## src/cvr_pkg.sv

```systemverilog
// Shared constants and types for the clock-synced CV recorder.
// Depends on nothing; imported by cvr_div, clock_synced_cv_recorder_top and its testbench.
package cvr_pkg;

    localparam int TOTAL_BEATS_DEF    = 32;
    localparam int SUBSTEPS_DEF       = 4;

    localparam int TS_W               = 32;
    localparam int CV_W               = 12;
    localparam int SEL_W              = 4;
    localparam int KNOB_W             = 12;
    localparam int BEAT_W             = 5;
    localparam int SUB_W              = 4;
    localparam int MODE_W             = 2;
    localparam int LEN_W              = 6;

    localparam int LEN_COUNT          = 10;
    localparam logic [SEL_W-1:0] SEL_MAX = 4'd9;
    localparam logic [LEN_W-1:0] LEN_TAB [LEN_COUNT] = '{
        6'd1, 6'd2, 6'd3, 6'd4, 6'd6, 6'd8, 6'd12, 6'd16, 6'd24, 6'd32
    };

    // shared reciprocal multiplier: q = (x * recip) >> RCP_SHIFT
    localparam int DIV_W              = 32;
    localparam int RCP_W              = 40;
    localparam int RCP_CHUNK          = 10;
    localparam int RCP_SHIFT          = 36;

    // segment rounding: (nseg * knob * 2 + 4095) / 8190
    localparam logic [63:0]      SEG_DIVISOR = 64'd8190;
    localparam logic [RCP_W-1:0] SEG_RECIP   =
        RCP_W'(((64'd1 << RCP_SHIFT) + SEG_DIVISOR - 64'd1) / SEG_DIVISOR);
    localparam logic [DIV_W-1:0] ROUND_BIAS  = 32'd4095;

    typedef enum logic [MODE_W-1:0] {
        MODE_WAIT = 2'd0,
        MODE_REC  = 2'd1,
        MODE_PLAY = 2'd2
    } run_mode_t;

endpackage

```

## src/cvr_div.sv

```systemverilog
// Shared reciprocal multiplier: quotient = (dividend * recip) >> RCP_SHIFT,
// one RCP_CHUNK-bit slice of the reciprocal per cycle. Uses cvr_pkg.
module cvr_div (
    input  logic                       clk,
    input  logic                       rst_n,
    input  logic                       start,
    input  logic [cvr_pkg::DIV_W-1:0]  dividend,
    input  logic [cvr_pkg::RCP_W-1:0]  recip,
    output logic                       done,
    output logic [cvr_pkg::DIV_W-1:0]  quotient
);
    import cvr_pkg::*;

    localparam int STEPS  = RCP_W / RCP_CHUNK;
    localparam int CNT_W  = $clog2(STEPS);
    localparam int ACC_W  = DIV_W + RCP_W;
    localparam int PART_W = DIV_W + RCP_CHUNK;

    logic              busy_reg;
    logic              done_reg;
    logic [CNT_W-1:0]  cnt_reg;
    logic [DIV_W-1:0]  dvd_reg;
    logic [RCP_W-1:0]  rcp_reg;
    logic [ACC_W-1:0]  acc_reg;
    logic [PART_W-1:0] partial;
    logic [ACC_W-1:0]  acc_next;

    // top slice of the reciprocal first, accumulator shifted up each cycle
    assign partial  = PART_W'(dvd_reg) * PART_W'(rcp_reg[RCP_W-1 -: RCP_CHUNK]);
    assign acc_next = {acc_reg[ACC_W-RCP_CHUNK-1:0], {RCP_CHUNK{1'b0}}} + ACC_W'(partial);

    always_ff @(posedge clk or negedge rst_n)
    begin
        if (!rst_n)
        begin
            busy_reg <= 1'b0;
            done_reg <= 1'b0;
            cnt_reg  <= '0;
        end
        else if (start)
        begin
            busy_reg <= 1'b1;
            done_reg <= 1'b0;
            cnt_reg  <= '0;
        end
        else if (busy_reg)
        begin
            cnt_reg <= cnt_reg + 1'b1;
            if (cnt_reg == CNT_W'(STEPS - 1))
            begin
                busy_reg <= 1'b0;
                done_reg <= 1'b1;
            end
        end
        else
        begin
            done_reg <= 1'b0;
        end
    end

    always_ff @(posedge clk)
    begin
        if (start)
        begin
            dvd_reg <= dividend;
            rcp_reg <= recip;
            acc_reg <= '0;
        end
        else if (busy_reg)
        begin
            acc_reg <= acc_next;
            rcp_reg <= {rcp_reg[RCP_W-RCP_CHUNK-1:0], {RCP_CHUNK{1'b0}}};
        end
    end

    assign done     = done_reg;
    assign quotient = acc_reg[RCP_SHIFT +: DIV_W];

    a_no_restart: assert property (@(posedge clk) disable iff (!rst_n)
        start |-> !busy_reg)
        else $error("divider restarted while busy");

    a_done_on_finish: assert property (@(posedge clk) disable iff (!rst_n)
        $fell(busy_reg) |-> done_reg)
        else $error("divider finished without done");

    a_done_pulse: assert property (@(posedge clk) disable iff (!rst_n)
        done_reg |=> !done_reg)
        else $error("done held longer than one cycle");

endmodule

```

## config.mk

```make
export PLATFORM = sky130hd
export DESIGN_NAME = cvr_div
export DESIGN_NICKNAME = d
export VERILOG_FILES = /design/src/cvr_pkg.sv /design/src/cvr_div.sv
export SDC_FILE = /design/constraint.sdc
export NUM_CORES = 1
export LEC_CHECK = 0
export BUFFER_PORTS_ARGS = -buffer_cell sky130_fd_sc_hd__buf_4
export CAP_MARGIN = 30
export CORE_MARGIN = 2
export CORE_UTILIZATION = 37
export DETAILED_ROUTE_END_ITERATION = 10
export SLEW_MARGIN = 30
export SYNTH_ARGS = -nofsm -noshare
export SYNTH_HDL_FRONTEND = slang
export SYNTH_SLANG_ARGS = --single-unit
```

## constraint.sdc

```tcl
create_clock -name clk -period 6 [get_ports clk]
set_input_delay 0 -clock clk [delete_from_list [all_inputs] [get_ports clk]]
set_output_delay 0 -clock clk [all_outputs]
set_load 0.005 [all_outputs]
```

* Word level (Yosys, flattened, before mapping)
Cells that the tools add are included.
** Storage, ports and cells
- Flip-flop bits (word level) :: 144
- Output and inout bits :: 33
- Word-level logic and storage cells :: 22
** Cells by class
- Add/subtract/negate cells :: 2
- $mul :: 1
- Eq/ne operators :: 2
- Multiplexer cells :: 10
- Reductions and logical operators :: 1
** Operators by type and width (number)
- 2-to-1 mux 40 bit :: 2
- adder 68 x 42 -> 68 bit :: 1
- multiplier 32 x 10 -> 42 bit :: 1
- 2-to-1 mux 1 bit :: 6
- 2-to-1 mux 2 bit :: 2
- != test 3 x 2 -> 1 bit (second input constant) :: 1
- adder 2 x 1 -> 2 bit (second input constant) :: 1
- == test 2 bit (second input constant) :: 1
- nonzero test 2 bit :: 1

* Logic depth before layout (Yosys ltp)
Gate-level depths: netlist of run 1.
- Depth in word-level cells :: 4
- Gate-level depth with buffers :: 23

* Least setup slack after synthesis of run 1
No wires, ideal clock.
- Path kind :: reg-to-reg
- From :: register rcp_reg[34]
- To :: register acc_reg[54]
- Data arrival time :: 5.619 ns
- Required time :: 5.909 ns
- Path slack :: 0.291 ns
- Cell stages (with the launch flop) :: 21
- Buffers on the path :: 2
- Clock period less this slack :: 5.709 ns
- Cell sequence :: edfxtp_1 > clkbuf_1 > nand2_1 > fa_1 > inv_1 > fa_1 > fa_1 > fa_1 > inv_1 > fa_1 > inv_1 > ha_1 > buf_2 > nand2_2 > or3_4 > nor4_1 > o21ai_0 > nor3b_2 > o31a_1 > or4_1 > a311oi_1
** On the way
- Cells in the longest elaborated chain, start to end :: 2
** Ends and longest elaborated chain
- start, declared :: RTL line cvr_div.sv:23 : logic [RCP_W-1:0] rcp_reg;
- start signal, assigned :: RTL line cvr_div.sv:66 : rcp_reg <= recip;
- start signal, assigned :: RTL line cvr_div.sv:72 : rcp_reg <= {rcp_reg[RCP_W-RCP_CHUNK-1:0], {RCP_CHUNK{1'b0}}};
- multiplier 32 x 10 -> 42 bit :: RTL line cvr_div.sv:29 : assign partial = PART_W'(dvd_reg) * PART_W'(rcp_reg[RCP_W-1 -: RCP_CHUNK]);
- adder 68 x 42 -> 68 bit :: RTL line cvr_div.sv:30 : assign acc_next = {acc_reg[ACC_W-RCP_CHUNK-1:0], {RCP_CHUNK{1'b0}}} + ACC_W'(partial);
- end signal, assigned :: RTL line cvr_div.sv:71 : acc_reg <= acc_next;
- end, declared :: RTL line cvr_div.sv:24 : logic [ACC_W-1:0] acc_reg;
Every way passes these cells.
A chain may end at the register's enable or synchronous reset.

* Final worst setup path of run 1
- From :: register rcp_reg[37]
- To :: register acc_reg[54]
The elaborated chain is that of the path after synthesis.

==> results of run 1 <==
-- final timing paths --
path	start	to	cells past startpoint
min	dividend[20]	dvd_reg[20]	2
max reg2reg	rcp_reg[37]	acc_reg[54]	16
min reg2reg	acc_reg[24]	acc_reg[24]	2
max	rcp_reg[37]	acc_reg[54]	16
min in group asynchronous	rst_n	done	3
max in group asynchronous	rst_n	busy_reg	3
-- critical path, cell delays in order (launching register included) --
cell and delay [ns]:
edfxtp_1 0.48, buf_6 0.17, buf_12 0.14, and2_4 0.14, fa_1 0.47, fa_1 0.58
fa_2 0.45, fa_1 0.49, fa_1 0.54, ha_4 0.30, nand4_1 0.12, or3_4 0.46
o41ai_4 0.40, nor3b_4 0.12, o31a_1 0.35, or4_4 0.42, a311oi_2 0.27
-- routing by layer --
layer | vias to the layer above | global-route usage | share of wire
met5 | - | 0 | 0
met4 | 0 | 0.0550 | 0.018
met3 | 62 | 0.0276 | 0.040
met2 | 344 | 0.358 | 0.52
met1 | 6735 | 0.250 | 0.42
li1 | 6171 | - | -
-- stage by stage --
stage	setup WS (ns)	cells	hold slack, ns	TNS [ns]	util
floorplan	0.291	1864	-0.296	0	-
global placement	0.0715	2488	-0.201	0	0.408
detailed placement	-0.0109	2488	-0.199	-0.0109	0.408
CTS	0.0194	2599	0.229	0	0.439
global route	-0.130	2633	0.241	-0.623	0.453
finish	-0.00249	2634	0.257	-0.00455	0.453
-- logic make-up (layout without fill, tap and decap cells) --
group / count (synthesis) / count (layout)
AOI/OAI and AO/OA: 220 / 221
xor gates and xnor gates: 39 / 39
adders and majority gates: 357 / 357
buffers and inverters: 465 / 633
DFF: 144 / 144
muxes: 51 / 51
other: 0 / 1
and+or+nand+nor: 588 / 588
-- synth_stat cells, drive strengths merged, types with 8 or more instances --
cell type / count / area (sq um)
nor3: 8 / 40.0
xor2: 18 / 158
buf: 61 / 380
ha: 86 / 1080
fa: 271 / 5430
mux2: 30 / 338
nand4: 18 / 113
clkbuf: 83 / 315
xnor2: 21 / 184
edfxtp: 72 / 2160
and2: 130 / 813
mux2i: 21 / 210
o21ai: 49 / 245
or3: 10 / 67.6
a311oi: 9 / 85.1
o211ai: 13 / 97.6
o31ai: 8 / 60.1
a21oi: 54 / 270
a21o: 23 / 173
nor4: 10 / 62.6
nand3: 26 / 130
nor2: 70 / 263
dfxtp: 68 / 1360
inv: 320 / 1200
and3: 11 / 68.8
nand2: 277 / 1040
-- final cells by class --
cell class	instances	area, sq um	area share
Clock buffer	22	498	0.0240
Timing Repair Buffer	280	2500	0.121
Tap cell	600	751	0.0362
Multi-Input combinational cell	1256	12100	0.582
Inverter	321	1210	0.0582
Clock inverter	10	71.3	0.00344
Antenna cell	1	2.50	0.000121
Sequential cell	144	3620	0.175
-- timing repair --
item	4_1_cts	5_1_grt
endpoints found under the setup margin	2	23
buffers inserted	3	31
gates resized for setup	4	74
hold buffers	75	0
pin swaps	3	37
hold endpoints to repair	89	0
gates cloned	1	3
==> reports/results.tsv, run 1 <==
metric	value	unit
synth-edff-count	72	
synthXorXnorAreaFrac	0.0199	
rsz0062_at_grt	yes	
syn_area	0.0172	sq mm
die_w	220	um
rows	78	
worst_slew_pin_slew	0.892	ns
clockRootBuffer	clkbuf_16	
synth.area.mux_share	0.0319	
syn_avg_cell_area	9.23	sq um
design_area	0.0207	sq mm
clock_latency	0.46	ns
period_share	1.00	
final_common_cell	inv_1	
final.fill_count	4365	
port_buffers	107	
num_io_pins	108	
post_route_cells_drive_above_1_share	0.167	
grt_pass1_vias	14200	
slew_headroom	0.405	
required	6.37	ns
core_area	0.0457	sq mm
die_area	0.0482	sq mm
seq_area_frac_synth	0.211	
drt-pass1-iter-count	5	
track_usage	0.199	
layout-area-overhead-vs-synth	20.4	%
finalCriticalPeriod	6.00	ns
ys_seq_elements	144	
path_class	register to register	
antenna_found_initial	1	
drt-initial-drc-count	920	
nets	2452	
synthAdderAreaFrac	0.378	
place.gp.congestion	0.922	
violations	setup timing	
outcome	complete, but fails checks	
netlist-cell-type-count	75	
drv_slew	0	
dr_total_vias	13300	
clock_path_buffers	2	
worst-r2r-setup-slack	-0.002	ns
ant_nets	0	
cp-start-kind	register	
skew	0.0146	ns
synth_top_family_by_area	adder cells	
htree_levels	4	
viasPerCell	5.05	
hold_viol_final	0	
cts_tree	built	
async_reset_ff_frac	0.0278	
yosysWarnings	0	
clock_sinks	144	
largest_register_ffs	68	
fmax	167	MHz
hpwl	34.7	mm
die_h	220	um
grt_pass1_wl	75.1	mm
synth_simple_gate_area_share	0.163	
postSynthCellCount	1864	
grt-ovfl-total	0	
crit_fanout	14	
setup_viol	2	
drv_cap	0	
endpoint_kind	register	
routed_wl	46.3	mm
start_util	0.377	
wire_per_inst	17.6	um
fin_ws	-0.00249	ns
synth_compound_area_frac	0.0856	
cp.arrival	6.37	ns
syn-num-nets	2296	
place_area	0.0186	sq mm
cts_buffers	17	
final_cell_mix	inv_1 (317), nand2_1 (274), fa_1 (266)	
grt_start_max_net_pins	53	
min_path_type	input pin to register	
path_clk_slew	0.07	ns
drc	0	
synth_flop_cell	edfxtp_1	
Power of run 1 is left out: the tool's default activity adds up to more than one toggle a clock period on the data nets, which glitch-free logic cannot reach.
==> run 2, diff against run 1 <==
- CORE_ASPECT_RATIO: unset -> 0.7
- TNS_END_PERCENT: unset -> 1
==> run 2 against run 1 <==
  * Die area about the same
  * Global-route usage down 0.21 points
  * Clock skew up 0.011 ns
  * Critical path depth up 4
  * First-iteration DRC count up 15%
  * Worst setup slack better by 0.095 ns
  * Highest routed layer unchanged
  * The flow now finishes without violations
  * Core utilization down 0.32 points
==> reports/results.tsv, run 2 (synthesized netlist as in run 1, its figures left out) <==
metric	value	unit	change
largest_register_ffs	68		unchanged
outcome	finished, final reports clean		
worst_slew_pin_slew	0.886	ns	-0.00631 ns
fmax	169	MHz	+1.6%
drv_slew	0		unchanged
drt-pass1-iter-count	5		unchanged
path_clk_slew	0.08	ns	about the same
rsz0062_at_grt	yes		
num_io_pins	108		unchanged
ant_nets	0		unchanged
grt-ovfl-total	0		unchanged
min_path_type	input pin to register		
design_area	0.0208	sq mm	+0.34%
nets	2463		+0.45%
clockRootBuffer	clkbuf_16		
crit_fanout	8		-6
final_common_cell	inv_1		
cts_buffers	17		unchanged
die_h	184	um	-16%
final_cell_mix	inv_1 (315), nand2_1 (274), fa_1 (267)		
drt-initial-drc-count	1054		+15%
post_route_cells_drive_above_1_share	0.169		+0.00253
worst-r2r-setup-slack	0.09	ns	+0.09 ns
cts_tree	built		
startpoint	rcp_reg[34]		
clock_path_buffers	2		unchanged
routed_wl	47.9	mm	+3.6%
drv_cap	0		unchanged
start_util	0.373		-0.00398
rr_endpoint	acc_reg[54]		
htree_levels	4		unchanged
skew	0.0259	ns	+0.0113 ns
die_area	0.0482	sq mm	about the same
rows	66		-15%
port_buffers	107		unchanged
wire_per_inst	18.0	um	+2.7%
final.fill_count	4351		-0.32%
place.gp.congestion	0.891		-3.4%
whs	0.0738	ns	-0.183 ns
dr_total_vias	13500		+1.4%
r2r_cells	20		+4
grt_start_max_net_pins	48		-9.4%
setup_viol	0		-2
endpoint_kind	register		
drc	0		unchanged
cp.arrival	6.28	ns	-0.09 ns
r2r_start	rcp_reg[34]		
hpwl	35.4	mm	+2.1%
die_w	262	um	+19%
core_area	0.0462	sq mm	+1.1%
clock_latency	0.47	ns	about the same
grt_pass1_wl	74.7	mm	-0.50%
grt_pass1_vias	13700		-3.2%
setup_tns	0	ns	+0.00455 ns
endpoint	acc_reg[54]		
hold_viol_final	0		unchanged
antenna_found_initial	0		-1
path_class	register to register		
clock_sinks	144		unchanged
n_antenna_cell	0		-1
required	6.37	ns	about the same
slew_headroom	0.409		+0.00421
place_area	0.0186	sq mm	about the same
period_share	0.985		-0.0158
layout-area-overhead-vs-synth	20.8	%	
finalCriticalPeriod	5.91	ns	-0.0946 ns
viasPerCell	5.08		+0.53%
track_usage	0.197		-0.00208
cp-start-kind	register		
[run 2: cell type report]
cell class	instances	area [sq um]	area share
Multi-Input combinational cell	1255	12000	0.577
Sequential cell	144	3620	0.174
Timing Repair Buffer	292	2590	0.125
Inverter	321	1210	0.0580
Tap cell	612	766	0.0368
Clock buffer	17	425	0.0205
Clock inverter	15	180	0.00867
[run 2: worst min path at each step]
stage                      from     endpoint  slack, ns  cells after the start
after floorplan           rst_n     busy_reg      -0.30                      0
after global placement    rst_n         done      -0.20                      1
after detailed placement  rst_n         done      -0.20                      1
after CTS                 start   cnt_reg[0]       0.07                      2
after global routing      start  acc_reg[36]       0.09                      2
final                     start   cnt_reg[1]       0.07                      2
[run 2: timing repair]
action | CTS | global route
endpoints found under the hold margin | 76 | 0
setup buffers | 1 | 45
setup endpoints to repair | 3 | 24
pin swaps | 2 | 32
resized for setup | 0 | 72
hold buffers | 74 | 0
cloned | 0 | 5
[run 2: worst max-delay path: stages, from the launching register on]
cell       delay [ns]
edfxtp_1         0.35
buf_6            0.18
clkbuf_16        0.21
nand2_1          0.10
fa_1             0.57
inv_2            0.04
fa_1             0.53
fa_1             0.45
fa_1             0.57
inv_2            0.05
fa_1             0.52
inv_2            0.05
ha_4             0.29
nand3_4          0.07
or2_4            0.25
a311oi_4         0.33
o21ai_1          0.12
nor3b_4          0.19
o31a_1           0.28
or4_1            0.43
a311oi_2         0.24
[run 2: per-stage QoR]
step | worst slack (ns) | cells | utilization
final | 0.0921 | 2656 | 0.450
after global routing | -0.122 | 2656 | 0.450
after CTS | 0.00853 | 2606 | 0.433
after detailed placement | 0.0101 | 2499 | 0.404
after global placement | 0.125 | 2499 | 0.404
after floorplan | 0.291 | 1864 | -
[run 2: metal layers]
layer	global-route usage	share of wire	vias to the layer above	routed length (um)
met2	0.301	0.45	409	21500
met1	0.296	0.48	6845	23000
met4	0.0334	0.0088	0	420
met5	0	0	-	0
li1	-	-	6207	-
met3	0.0329	0.061	33	2950
Power of run 2 is left out for the same reason.
